--- config.mk ---
export PLATFORM = sky130hd
export DESIGN_NAME = round_robin_thread_slot_scheduler
export DESIGN_NICKNAME = d
export VERILOG_FILES = /design/src/hdl/rrts_pkg.sv /design/src/hdl/rrts_cell.sv /design/src/hdl/round_robin_thread_slot_scheduler.sv
export SDC_FILE = /design/constraint.sdc
export NUM_CORES = 1
export LEC_CHECK = 0
export BUFFER_PORTS_ARGS = -buffer_cell sky130_fd_sc_hd__clkbuf_2
export CAP_MARGIN = 5
export CORE_UTILIZATION = 55
export DETAILED_ROUTE_END_ITERATION = 16
export PLACE_DENSITY = 0.86
export SLEW_MARGIN = 10
export SYNTH_ARGS = -nofsm -noshare
export SYNTH_HDL_FRONTEND = slang
export SYNTH_SLANG_ARGS = --single-unit
--- constraint.sdc ---
create_clock -name clk -period 14.2 [get_ports clk]
set_clock_uncertainty 0.1 [all_clocks]
set_input_delay 0.71 -clock clk [delete_from_list [all_inputs] [get_ports clk]]
set_output_delay 0.71 -clock clk [all_outputs]
set_load 0.02 [all_outputs]
--- src/hdl/rrts_pkg.sv ---
// shared types and constants of the round robin thread slot scheduler
package rrts_pkg;

    // per-slot state codes
    typedef enum logic [1:0] {
        ST_FREE     = 2'd0,
        ST_RUNNING  = 2'd1,
        ST_RUNNABLE = 2'd2
    } slot_state_t;

    // operation codes carried in s_tuser
    typedef enum logic [1:0] {
        OP_CREATE   = 2'd0,
        OP_YIELD    = 2'd1,
        OP_EXIT     = 2'd2,
        OP_SCHEDULE = 2'd3
    } op_t;

    // result status codes
    typedef enum logic [1:0] {
        STAT_OK          = 2'd0,
        STAT_NO_FREE     = 2'd1,
        STAT_NO_RUNNABLE = 2'd2
    } status_t;

    // sequencer states
    typedef enum logic {
        CTL_IDLE = 1'b0,
        CTL_SCAN = 1'b1
    } ctl_state_t;

    // configuration register indexes
    localparam int unsigned CFG_IDX_W       = 1;
    localparam logic [CFG_IDX_W-1:0] CFG_TABLE_BASE  = 1'b0;
    localparam logic [CFG_IDX_W-1:0] CFG_SLOT_STRIDE = 1'b1;

    localparam int unsigned ADDR_W      = 64;
    localparam int unsigned STRIDE_W    = 16;
    localparam logic [15:0] STRIDE_RESET = 16'd8312;
    localparam logic [ADDR_W-1:0] ALIGN_MASK = ~64'hf;

    localparam int unsigned FIELD_SLOT_W = 2;
    localparam int unsigned M_TDATA_W    = 136;

    // command broadcast from the sequencer to every cell
    typedef struct packed {
        logic        tok_load;   // seed the search token
        logic        tok_shift;  // pass the token to the next cell
        slot_state_t match_st;   // state the search looks for
        logic        wr_en;      // write wr_st into the selected cell
        slot_state_t wr_st;
        logic        save;       // keep the old state with the write
        logic        restore;    // put the kept state back
    } cell_cmd_t;

    // per-cell selects decoded from slot indexes
    typedef struct packed {
        logic seed;
        logic wr;
    } cell_sel_t;

endpackage

--- src/hdl/rrts_cell.sv ---
// one thread slot: state, saved state and search token
module rrts_cell #(
    parameter rrts_pkg::slot_state_t RESET_ST = rrts_pkg::ST_FREE
) (
    input  logic                clk,
    input  logic                rst_n,
    input  rrts_pkg::cell_cmd_t cmd,
    input  rrts_pkg::cell_sel_t sel,
    input  logic                tok_in,
    output logic                tok_out,
    output logic                hit
);

    rrts_pkg::slot_state_t st_reg, st_next;
    rrts_pkg::slot_state_t sav_reg, sav_next;
    logic                  tok_reg, tok_next;

    always_comb
    begin
        st_next  = st_reg;
        sav_next = sav_reg;
        tok_next = tok_reg;
        if (sel.wr && cmd.wr_en)
        begin
            st_next = cmd.wr_st;
            if (cmd.save)
            begin
                sav_next = st_reg;
            end
        end
        else if (sel.wr && cmd.restore)
        begin
            st_next = sav_reg;
        end
        if (cmd.tok_load)
        begin
            tok_next = sel.seed;
        end
        else if (cmd.tok_shift)
        begin
            tok_next = tok_in;
        end
    end

    always_ff @(posedge clk or negedge rst_n)
    begin
        if (!rst_n)
        begin
            st_reg  <= RESET_ST;
            tok_reg <= 1'b0;
        end
        else
        begin
            st_reg  <= st_next;
            tok_reg <= tok_next;
        end
    end

    always_ff @(posedge clk)
    begin
        sav_reg <= sav_next;
    end

    assign tok_out = tok_reg;
    assign hit     = tok_reg && (st_reg == cmd.match_st);

endmodule

--- src/hdl/round_robin_thread_slot_scheduler.sv ---
// top level: slot cell ring, search sequencer, output register and config registers
// operation: an item is accepted while idle, then the search token walks the cell
//   ring one slot a cycle; the result is registered once the token hits or has visited every slot
// throughput: one item at a time, the input is not ready while the token searches;
//   the next item may enter while a result waits
// reset: slot 0 running, other slots free, current slot 0, table_base 0, slot_stride 8312
module round_robin_thread_slot_scheduler #(
    parameter int unsigned NUM_SLOTS   = 4,
    parameter int unsigned STACK_BYTES = 8192
) (
    input  logic                             clk,
    input  logic                             rst_n,
    // input items
    input  logic                             s_tvalid,
    output logic                             s_tready,
    input  logic [63:0]                      s_tdata,   // entry_address
    input  logic [1:0]                       s_tuser,   // op
    // result items
    output logic                             m_tvalid,
    input  logic                             m_tready,
    // status[1:0], slot[3:2], previous_slot[5:4], switched[6],
    // start_address[70:7], stack_top[134:71], zero[135]
    output logic [rrts_pkg::M_TDATA_W-1:0]   m_tdata,
    // configuration writes
    input  logic                             cfg_valid,
    output logic                             cfg_ready,
    input  logic [rrts_pkg::CFG_IDX_W-1:0]   cfg_index,
    input  logic [63:0]                      cfg_data
);

    localparam int unsigned SLOT_W = (NUM_SLOTS > 1) ? $clog2(NUM_SLOTS) : 1;
    localparam logic [SLOT_W-1:0] LAST_IDX = SLOT_W'(NUM_SLOTS - 1);

    // configuration registers
    logic [rrts_pkg::ADDR_W-1:0]   table_base_reg;
    logic [rrts_pkg::STRIDE_W-1:0] slot_stride_reg;

    // sequencer state
    rrts_pkg::ctl_state_t          state_reg, state_next;
    rrts_pkg::op_t                 op_reg, op_next;
    logic [SLOT_W-1:0]             cur_reg, cur_next;      // current slot
    logic [SLOT_W-1:0]             idx_reg, idx_next;      // slot under the token
    logic [SLOT_W-1:0]             cnt_reg, cnt_next;      // search steps taken
    logic [rrts_pkg::ADDR_W-1:0]   entry_reg, entry_next;
    logic [rrts_pkg::ADDR_W-1:0]   addr_reg, addr_next;    // stack end of slot idx_reg

    // output register
    logic                          m_tvalid_reg, m_tvalid_next;
    logic [rrts_pkg::M_TDATA_W-1:0] m_tdata_reg, m_tdata_next;

    // cell ring
    rrts_pkg::cell_cmd_t           cmd;
    rrts_pkg::cell_sel_t           sel [NUM_SLOTS];
    logic [NUM_SLOTS-1:0]          tok_vec;
    logic [NUM_SLOTS-1:0]          hit_vec;
    logic [SLOT_W-1:0]             seed_idx;
    logic [SLOT_W-1:0]             wr_idx;

    logic                          accept;
    logic                          out_free;
    logic                          found;
    logic                          exhausted;
    logic                          commit;
    logic [SLOT_W-1:0]             cur_inc;
    logic [SLOT_W-1:0]             idx_inc;

    // result fields
    rrts_pkg::status_t             r_status;
    logic [SLOT_W-1:0]             r_slot;
    logic                          r_switched;
    logic [rrts_pkg::ADDR_W-1:0]   r_start;
    logic [rrts_pkg::ADDR_W-1:0]   r_top;
    logic [SLOT_W+1:0]             r_slot_ext;
    logic [SLOT_W+1:0]             r_prev_ext;

    assign s_tready  = (state_reg == rrts_pkg::CTL_IDLE);
    assign accept    = s_tvalid && s_tready;
    assign cfg_ready = 1'b1;
    assign out_free  = !m_tvalid_reg || m_tready;

    // token hits anywhere in the ring, or it has visited every slot
    assign found     = |hit_vec;
    assign exhausted = (cnt_reg == LAST_IDX);
    assign commit    = (state_reg == rrts_pkg::CTL_SCAN) && (found || exhausted) && out_free;

    assign cur_inc = (cur_reg == LAST_IDX) ? '0 : cur_reg + 1'b1;
    assign idx_inc = (idx_reg == LAST_IDX) ? '0 : idx_reg + 1'b1;

    // configuration writes
    always_ff @(posedge clk or negedge rst_n)
    begin
        if (!rst_n)
        begin
            table_base_reg  <= '0;
            slot_stride_reg <= rrts_pkg::STRIDE_RESET;
        end
        else if (cfg_valid && cfg_ready)
        begin
            unique case (cfg_index)
                rrts_pkg::CFG_TABLE_BASE:  table_base_reg  <= cfg_data;
                rrts_pkg::CFG_SLOT_STRIDE: slot_stride_reg <= cfg_data[rrts_pkg::STRIDE_W-1:0];
                default: ;
            endcase
        end
    end

    // sequencer: next state, cell commands and result
    always_comb
    begin
        state_next    = state_reg;
        op_next       = op_reg;
        cur_next      = cur_reg;
        idx_next      = idx_reg;
        cnt_next      = cnt_reg;
        entry_next    = entry_reg;
        addr_next     = addr_reg;
        m_tvalid_next = m_tvalid_reg;
        m_tdata_next  = m_tdata_reg;

        cmd.tok_load  = 1'b0;
        cmd.tok_shift = 1'b0;
        cmd.match_st  = (op_reg == rrts_pkg::OP_CREATE) ? rrts_pkg::ST_FREE
                                                        : rrts_pkg::ST_RUNNABLE;
        cmd.wr_en     = 1'b0;
        cmd.wr_st     = rrts_pkg::ST_FREE;
        cmd.save      = 1'b0;
        cmd.restore   = 1'b0;
        seed_idx      = cur_inc;
        wr_idx        = cur_reg;

        r_status   = rrts_pkg::STAT_OK;
        r_slot     = idx_reg;
        r_switched = 1'b0;
        r_start    = '0;
        r_top      = '0;
        r_slot_ext = '0;
        r_prev_ext = '0;

        if (m_tready)
        begin
            m_tvalid_next = 1'b0;
        end

        unique case (state_reg)
            rrts_pkg::CTL_IDLE:
            begin
                if (accept)
                begin
                    op_next      = rrts_pkg::op_t'(s_tuser);
                    entry_next   = s_tdata;
                    cnt_next     = '0;
                    cmd.tok_load = 1'b1;
                    state_next   = rrts_pkg::CTL_SCAN;
                    if (rrts_pkg::op_t'(s_tuser) == rrts_pkg::OP_CREATE)
                    begin
                        // lowest free slot: search from slot 0 upward
                        seed_idx  = '0;
                        idx_next  = '0;
                        addr_next = table_base_reg + rrts_pkg::ADDR_W'(STACK_BYTES);
                    end
                    else
                    begin
                        // round robin from the slot after the current one
                        seed_idx = cur_inc;
                        idx_next = cur_inc;
                        // yield and exit remark the current slot first, keeping the old mark
                        if (rrts_pkg::op_t'(s_tuser) == rrts_pkg::OP_YIELD)
                        begin
                            cmd.wr_en = 1'b1;
                            cmd.wr_st = rrts_pkg::ST_RUNNABLE;
                            cmd.save  = 1'b1;
                        end
                        else if (rrts_pkg::op_t'(s_tuser) == rrts_pkg::OP_EXIT)
                        begin
                            cmd.wr_en = 1'b1;
                            cmd.wr_st = rrts_pkg::ST_FREE;
                            cmd.save  = 1'b1;
                        end
                    end
                end
            end

            rrts_pkg::CTL_SCAN:
            begin
                if (commit)
                begin
                    state_next    = rrts_pkg::CTL_IDLE;
                    m_tvalid_next = 1'b1;
                    if (op_reg == rrts_pkg::OP_CREATE)
                    begin
                        if (found)
                        begin
                            wr_idx    = idx_reg;
                            cmd.wr_en = 1'b1;
                            cmd.wr_st = rrts_pkg::ST_RUNNABLE;
                            r_slot    = idx_reg;
                            r_start   = entry_reg;
                            r_top     = addr_reg & rrts_pkg::ALIGN_MASK;
                        end
                        else
                        begin
                            r_status = rrts_pkg::STAT_NO_FREE;
                            r_slot   = '0;
                        end
                    end
                    else if (found)
                    begin
                        r_slot = idx_reg;
                        // search came back to the current slot: no switch, mark kept
                        if (idx_reg != cur_reg)
                        begin
                            wr_idx     = idx_reg;
                            cmd.wr_en  = 1'b1;
                            cmd.wr_st  = rrts_pkg::ST_RUNNING;
                            cur_next   = idx_reg;
                            r_switched = 1'b1;
                        end
                    end
                    else
                    begin
                        // nothing runnable: undo the remark of yield or exit
                        r_status    = rrts_pkg::STAT_NO_RUNNABLE;
                        r_slot      = cur_reg;
                        wr_idx      = cur_reg;
                        cmd.restore = (op_reg == rrts_pkg::OP_YIELD) ||
                                      (op_reg == rrts_pkg::OP_EXIT);
                    end
                    r_slot_ext   = (SLOT_W + 2)'(r_slot);
                    r_prev_ext   = (SLOT_W + 2)'(cur_reg);
                    m_tdata_next = {1'b0, r_top, r_start, r_switched,
                                    r_prev_ext[rrts_pkg::FIELD_SLOT_W-1:0],
                                    r_slot_ext[rrts_pkg::FIELD_SLOT_W-1:0],
                                    r_status};
                end
                else if (!found && !exhausted)
                begin
                    // token moves on one slot, stack end follows it
                    cmd.tok_shift = 1'b1;
                    idx_next      = idx_inc;
                    cnt_next      = cnt_reg + 1'b1;
                    addr_next     = addr_reg + rrts_pkg::ADDR_W'(slot_stride_reg);
                end
            end

            default: ;
        endcase
    end

    always_ff @(posedge clk or negedge rst_n)
    begin
        if (!rst_n)
        begin
            state_reg    <= rrts_pkg::CTL_IDLE;
            cur_reg      <= '0;
            m_tvalid_reg <= 1'b0;
        end
        else
        begin
            state_reg    <= state_next;
            cur_reg      <= cur_next;
            m_tvalid_reg <= m_tvalid_next;
        end
    end

    always_ff @(posedge clk)
    begin
        op_reg      <= op_next;
        idx_reg     <= idx_next;
        cnt_reg     <= cnt_next;
        entry_reg   <= entry_next;
        addr_reg    <= addr_next;
        m_tdata_reg <= m_tdata_next;
    end

    assign m_tvalid = m_tvalid_reg;
    assign m_tdata  = m_tdata_reg;

    // ring of slot cells; the token runs from cell i to cell i+1 and wraps
    for (genvar i = 0; i < NUM_SLOTS; i++)
    begin : g_cell
        localparam rrts_pkg::slot_state_t RST_ST = (i == 0) ? rrts_pkg::ST_RUNNING
                                                           : rrts_pkg::ST_FREE;

        assign sel[i].seed = (seed_idx == SLOT_W'(i));
        assign sel[i].wr   = (wr_idx == SLOT_W'(i));

        rrts_cell #(
            .RESET_ST (RST_ST)
        ) u_cell (
            .clk     (clk),
            .rst_n   (rst_n),
            .cmd     (cmd),
            .sel     (sel[i]),
            .tok_in  (tok_vec[(i + NUM_SLOTS - 1) % NUM_SLOTS]),
            .tok_out (tok_vec[i]),
            .hit     (hit_vec[i])
        );
    end

endmodule

==> flow_summary.yaml, run 1 <==
synth:
  synth_edf_count: 273
  yosys_warnings: 0
  synth-seq-cells: 369
  synthTopCellsByArea: "edfxtp_1 49%, dfrtp_1 14%, mux2_2 6.0%"
  yosysMostFrequentCell: "edfxtp_1"
  synth_area_um2: 16620
  synth.top_cells.by_count: "273 x edfxtp_1, 137 x and2_1, 90 x dfrtp_1"
  synth-seq-area-share_pct: 63.82
  syn_avg_cell_area_um2: 13.17
  yosysTopAreaCellShare_pct: 49.32
  synth_top_area_cell: "edfxtp_1"
  postSynthCellCount: 1262
  async_flop_share_pct: 26.02
  yosys_most_used_dff: "edfxtp_1"
  synth_cell_types: 57
cts:
  clockRootBuffer: "clkbuf_16"
  insertion_delay_ns: 0.53
  cts_buffer_depth: 3
  cts_tree: "built"
  clock-sinks: 369
  cts_resized: 0
  htreeDepth: 2
  path_clk_slew_ns: 0.06
  cts_setup_buffers: 0
  cts_made_buffers: 39
  cts_hold_buffers: 0
timing:
  period_needed_ns: 3.846
  tns_ns: 0
  worst_slack_ns: 10.35
  hold_viol_final: 0
  period_share_pct: 27.08
  fmax_mhz: 260.0
  tightest_slew_ns: 1.226
  setup_viol: 0
  rsz0062_at_grt: "no"
  maxSlewHeadroom_pct: 17.84
  maxSlewViolCount: 0
global_route:
  antenna_found_initial: 1
  overflow: 0
  met3_usage_pct: 3.680
  grt_pass1_wl_um: 56750
  globalRouteMet1Util_pct: 31.90
  first_global_vias: 10740
  grt-busiest-layer: "met2"
  grt_max_degree: 88
  globalRouteMet2Util_pct: 37.40
  track_usage_pct: 23.38
worst_setup_path:
  r2r.worst_path.cells: 7
  crit_type: "flop to flop"
  r2r-start: "state_reg$_DFF_PN0_"
  critPathSlowestCell: "a221oi_1"
  endpoint: "g_cell[0].u_cell.st_reg[1]$_DFFE_PN0P_"
  arrival_ns: 4.15
  critPathRequiredTime_ns: 14.50
  critPathMaxStageDelay_ns: 0.99
  cp-start-kind: "flop"
  critPathMaxFanout: 86
  cp-end-kind: "flop"
  r2r_end: "g_cell[0].u_cell.st_reg[1]$_DFFE_PN0P_"
  crit_chain: "buf_4 -> nand2_1 -> a221oi_1 -> a21boi_0 -> a221o_1 -> o21ai_0 -> mux2i_1"
  r2r_slack_ns: 10.35
  cp-startpoint: "state_reg$_DFF_PN0_"
finish:
  nFillCells: 2107
  syn2layout_area_growth_pct: 18.16
  final_nets: 1695
  largest_reg_flops: 131
  drive_gt1_share_pct: 28.48
  fin_area_um2: 19640
  fin_cells: 1957
drt:
  antenna_left: 0
  first_pass_iters: 5
  first_iter_violations: 869
  routed_wl_um: 35860
  num_vias: 10960
  wl_per_cell_um: 18.32
  viasPerCell: 5.600
  drc: 0
floorplanning:
  initial_core_util_pct: 55.93
  die_area_um2: 30920
  fp.dieH_um: 175.8
  core_area_um2: 29720
  fp.dieW_um: 175.8
  rows: 63
  design.portCount: 275
pwr:
  ir_worst_vdd_mv: 0.1497
  powerDensity_nw_per_um2: 215.4
  p_leak_nw: 7.778
outcome:
  status: "completed"
placement:
  dp_slack_ns: 10.46
  place_area_um2: 18360
  placed_cells: 1884
  hpwl_um: 25290
  io_buffers: 268
  gp_congestion: 0.9230
flow_run:
  drv_cap: 0
hold_path:
  hp-class: "input pin to async pin"
[layout by cell type, fill, tap and decap left out, types with 5 or more instances in the layout]
cell       synthesis  routed
edfxtp_1         273     273
clkbuf_2           0     267
and2_1           137     137
dfrtp_1           90      89
mux2_2            88      88
nand2_1           73      73
nor2_1            74      72
xor2_1            67      67
o21ai_0           50      50
a21oi_1           44      44
clkbuf_16          0      39
xnor2_1           38      38
nand4_1           26      26
inv_1             26      25
nand3_1           24      24
ha_1              23      23
mux2i_1           22      22
and3_1            19      19
nor3_1            16      15
buf_4              7      11
a31oi_1           10      10
o211ai_1          10      10
o2111ai_1         10      10
clkinv_2           0      10
and4_1             9       9
a211oi_1           9       9
or3_1              8       8
clkbuf_1          35       7
conb_1             2       6
dfstp_2            6       6
nand2b_1           5       5
nor2b_1            7       5
nor3b_1            5       5
[power breakdown]
group | internal (mW) | switching, mW | total (mW)
clock network | 0.583 | 0.413 | 0.995
registers | 1.68 | 0.232 | 1.91
logic | 0.459 | 0.870 | 1.33
[cell type report]
class | instances | area (um2) | share of cell area (%)
Timing Repair Buffer | 278 | 1419 | 7.224
Clock buffer | 49 | 1044 | 5.313
Clock inverter | 23 | 231.5 | 1.178
Sequential cell | 369 | 10610 | 54.01
Inverter | 26 | 97.59 | 0.4969
Multi-Input combinational cell | 821 | 5751 | 29.28
Tap cell | 390 | 488.0 | 2.484
Antenna cell | 1 | 2.502 | 0.01274
[worst min path at each step]
stage	endpoint	slack [ns]	cells past startpoint
finish	slot_stride_reg[0]$_DFFE_PN0P_	0.12	1
global route	slot_stride_reg[0]$_DFFE_PN0P_	0.17	1
CTS	slot_stride_reg[0]$_DFFE_PN0P_	0.13	1
detailed placement	g_cell[2].u_cell.sav_reg[0]$_DFFE_PP_	0.36	0
global placement	g_cell[2].u_cell.sav_reg[0]$_DFFE_PP_	0.33	0
floorplan	cur_reg[0]$_DFFE_PN0P_	0.31	0
[critical path: cells and delay by family, from the launching register on]
| family | cells | cell delay, ns |
|---|---|---|
| compound gates | 4 | 2.10 |
| buf+inv | 1 | 0.72 |
| simple gates | 1 | 0.36 |
| flops | 1 | 0.35 |
| mux | 1 | 0.10 |
[metrics by stage]
step	utilization (%)	hold WS (ns)	power, mW
global route	66.09	0.1683	4.455
floorplan	-	0.3144	2.825
finish	66.09	0.1206	4.231
CTS	66.09	0.1314	4.247
global placement	61.80	0.3309	3.180
detailed placement	61.80	0.3590	3.242
[layer usage]
layer  vias to the layer above  share of wire [%]
li1                       5142                  -
met4                         0                4.1
met2                       479                 47
met1                      5238                 42
met3                       100                6.8
met5                         -                  0
[logic make-up (layout without fill, tap and decap cells)]
logic type / Yosys count / in the layout / share of synthesized area (%)
XOR/XNOR: 105 / 105 / 5.533
multiplexers: 110 / 110 / 7.286
buffers and inverters: 76 / 376 / 1.889
AO/OA/AOI/OAI: 159 / 159 / 6.059
flip-flops: 369 / 369 / 63.82
adder cells (fa/ha/maj): 24 / 24 / 1.852
other: 2 / 7 / 0.04518
AND/OR/NAND/NOR: 417 / 417 / 13.52
Power figures use the tool's default switching activity.
==> run 2: changes to the inputs <==
- CORE_UTILIZATION: 55 -> 51
- PLACE_DENSITY: 0.86 -> 0.84
- clock period: 14.2 -> 3.4 ns (I/O delays scaled with it)
==> run 2 against run 1 <==
Clock power grew to 4.1 times the previous value. Power grew to 4.2 times the previous value. Cell count is 9.5% higher. Routed wire length is 7.1% higher. Setup slack worse by 10 ns. Critical path depth is 4 higher. Non-clock buffer count is 145 higher. Utilization is 0.47 points higher.
==> flow_summary.yaml, run 2 (synthesized netlist as in run 1, its figures left out) <==
pwr:
  internal-power_mw: 11.51
  switching_share_pct: 35.85
  p_switching_mw: 6.430
  clockPowerShare_pct: 22.5
  ir_worst_vdd_mv: 0.4881
  powerDensity_nw_per_um2: 847.4
  pwr-share-seq_pct: 44.5
  p_leak_nw: 8.388
  p_comb_share_pct: 33.0
  fin_total_pwr_mw: 17.94
hold_path:
  hp-start: "s_tdata[10]"
  hp-class: "input pin to flop"
cts:
  cts_buffer_depth: 3
  cts_tree: "built"
  clockRootBuffer: "clkbuf_16"
  cts_made_buffers: 39
  path_clk_slew_ns: 0.06
  cts_setup_buffers: 0
  insertion_delay_ns: 0.52
  clock-sinks: 369
  htreeDepth: 2
floorplanning:
  initial_core_util_pct: 52.27
  design.portCount: 275
  fp.dieW_um: 182.5
  die_area_um2: 33320
  rows: 65
  core_area_um2: 31800
  fp.dieH_um: 182.5
finish:
  diodes: 0
  largest_reg_flops: 131
  nFillCells: 2204
  fin_cells: 2142
  final_cell_mix: "273 x edfxtp_1, 267 x clkbuf_2, 137 x and2_1"
  syn2layout_area_growth_pct: 27.34
  fin_area_um2: 21170
  final_nets: 1840
  final_common_cell: "edfxtp_1"
  drive_gt1_share_pct: 26.83
placement:
  gp_congestion: 0.9902
  placed_cells: 1941
  dp_slack_ns: 0.1786
  hpwl_um: 25310
  io_buffers: 268
  place_area_um2: 18620
drt:
  antenna_left: 0
  first_pass_iters: 5
  first_iter_violations: 872
  wl_per_cell_um: 17.93
  viasPerCell: 5.360
  num_vias: 11480
  routed_wl_um: 38400
  drc: 0
worst_setup_path:
  critPathRequiredTime_ns: 3.53
  critPathMaxFanout: 13
  cp-start-kind: "flop"
  r2r-start: "slot_stride_reg[0]$_DFFE_PN0P_"
  arrival_ns: 3.31
  crit_type: "flop to flop"
  cp-end-kind: "flop"
  cp-startpoint: "slot_stride_reg[0]$_DFFE_PN0P_"
global_route:
  track_usage_pct: 22.95
  grt_max_degree: 91
  grt_pass1_wl_um: 60090
  globalRouteMet1Util_pct: 28.33
  overflow: 0
  antenna_found_initial: 0
  globalRouteMet2Util_pct: 39.86
  met3_usage_pct: 3.492
  first_global_vias: 11590
  grt-busiest-layer: "met2"
timing:
  tightest_slew_ns: 1.159
  period_share_pct: 93.63
  rsz0062_at_grt: "no"
  worst_slack_ns: 0.2167
  period_needed_ns: 3.183
  maxSlewHeadroom_pct: 22.57
  hold_viol_final: 0
  whs_ns: 0.2721
  fmax_mhz: 314.1
  maxSlewViolCount: 0
  setup_viol: 0
outcome:
  status: "completed"
flow_run:
  drv_cap: 0
-- run 2: cell types whose count changed in the layout (fill, tap and decap cells not counted), moves of 3 or more --
cell,before,now
buf_12,0,5
buf_4,11,17
clkbuf_8,3,0
clkinv_1,4,7
dlygate4sd3_1,0,133
nor3b_1,5,2
nor3b_2,1,4
-- run 2: per-layer routing --
metal / wire (um) / part of all wire, %
met1: 15340 / 40
met2: 19250 / 50
met3: 2323 / 6.0
met5: 0 / 0
met4: 1496 / 3.9
-- run 2: through the flow --
stage / setup TNS, ns / utilization [%]
global route: 0 / 66.56
finish: 0 / 66.56
global placement: 0 / 58.54
CTS: 0 / 66.50
floorplan: -36.22 / -
detailed placement: 0 / 58.54
-- run 2: cell type report --
| type | count | area (um2) | share of cell area [%] |
|---|---|---|---|
| Sequential cell | 369 | 10610 | 50.12 |
| Tap cell | 435 | 544.3 | 2.571 |
| Clock buffer | 46 | 1002 | 4.735 |
| Inverter | 26 | 101.3 | 0.4788 |
| Clock inverter | 22 | 197.7 | 0.9340 |
| Timing Repair Buffer | 423 | 2907 | 13.73 |
| Multi-Input combinational cell | 821 | 5806 | 27.43 |
-- run 2: repair_timing --
item	4_1_cts	5_1_grt
gates resized for setup	0	3
endpoints found under the hold margin	222	0
setup endpoints to repair	0	6
hold buffers	133	0
-- run 2: path summary, 6_finish.rpt --
kind | endpoint | slack [ns] | cells after the start
worst max-delay path | addr_reg[32]$_DFFE_PP_ | 0.22 | 11
worst min-delay path | entry_reg[10]$_DFFE_PP_ | 0.27 | 2
worst max register to register | addr_reg[32]$_DFFE_PP_ | 0.22 | 11
worst min register to register | g_cell[2].u_cell.sav_reg[0]$_DFFE_PP_ | 0.36 | 0
max in group asynchronous | table_base_reg[52]$_DFFE_PN0P_ | 2.07 | 3
min in group asynchronous | table_base_reg[2]$_DFFE_PN0P_ | 0.28 | 2
-- run 2: critical path: stages (launching register included) --
cell and delay [ns]:
dfrtp_1 0.38, ha_1 0.24, fa_1 0.44, a211oi_1 0.32
nor2_1 0.12, o31ai_4 0.31, a2111oi_4 0.11, buf_4 0.21
buf_4 0.16, o2111ai_1 0.20, xor2_1 0.21, a21oi_1 0.09
-- run 2: power by group through the flow --
stage | Clock, mW | Sequential [mW] | Combinational [mW]
2_1_floorplan | 0 | 8.55 | 3.15
3_3_place_gp | 0 | 7.96 | 5.54
3_5_place_dp | 0 | 8.04 | 5.70
4_1_cts | 4.10 | 7.96 | 5.88
5_1_grt | 4.29 | 8.14 | 6.41
6_report | 4.03 | 7.99 | 5.92
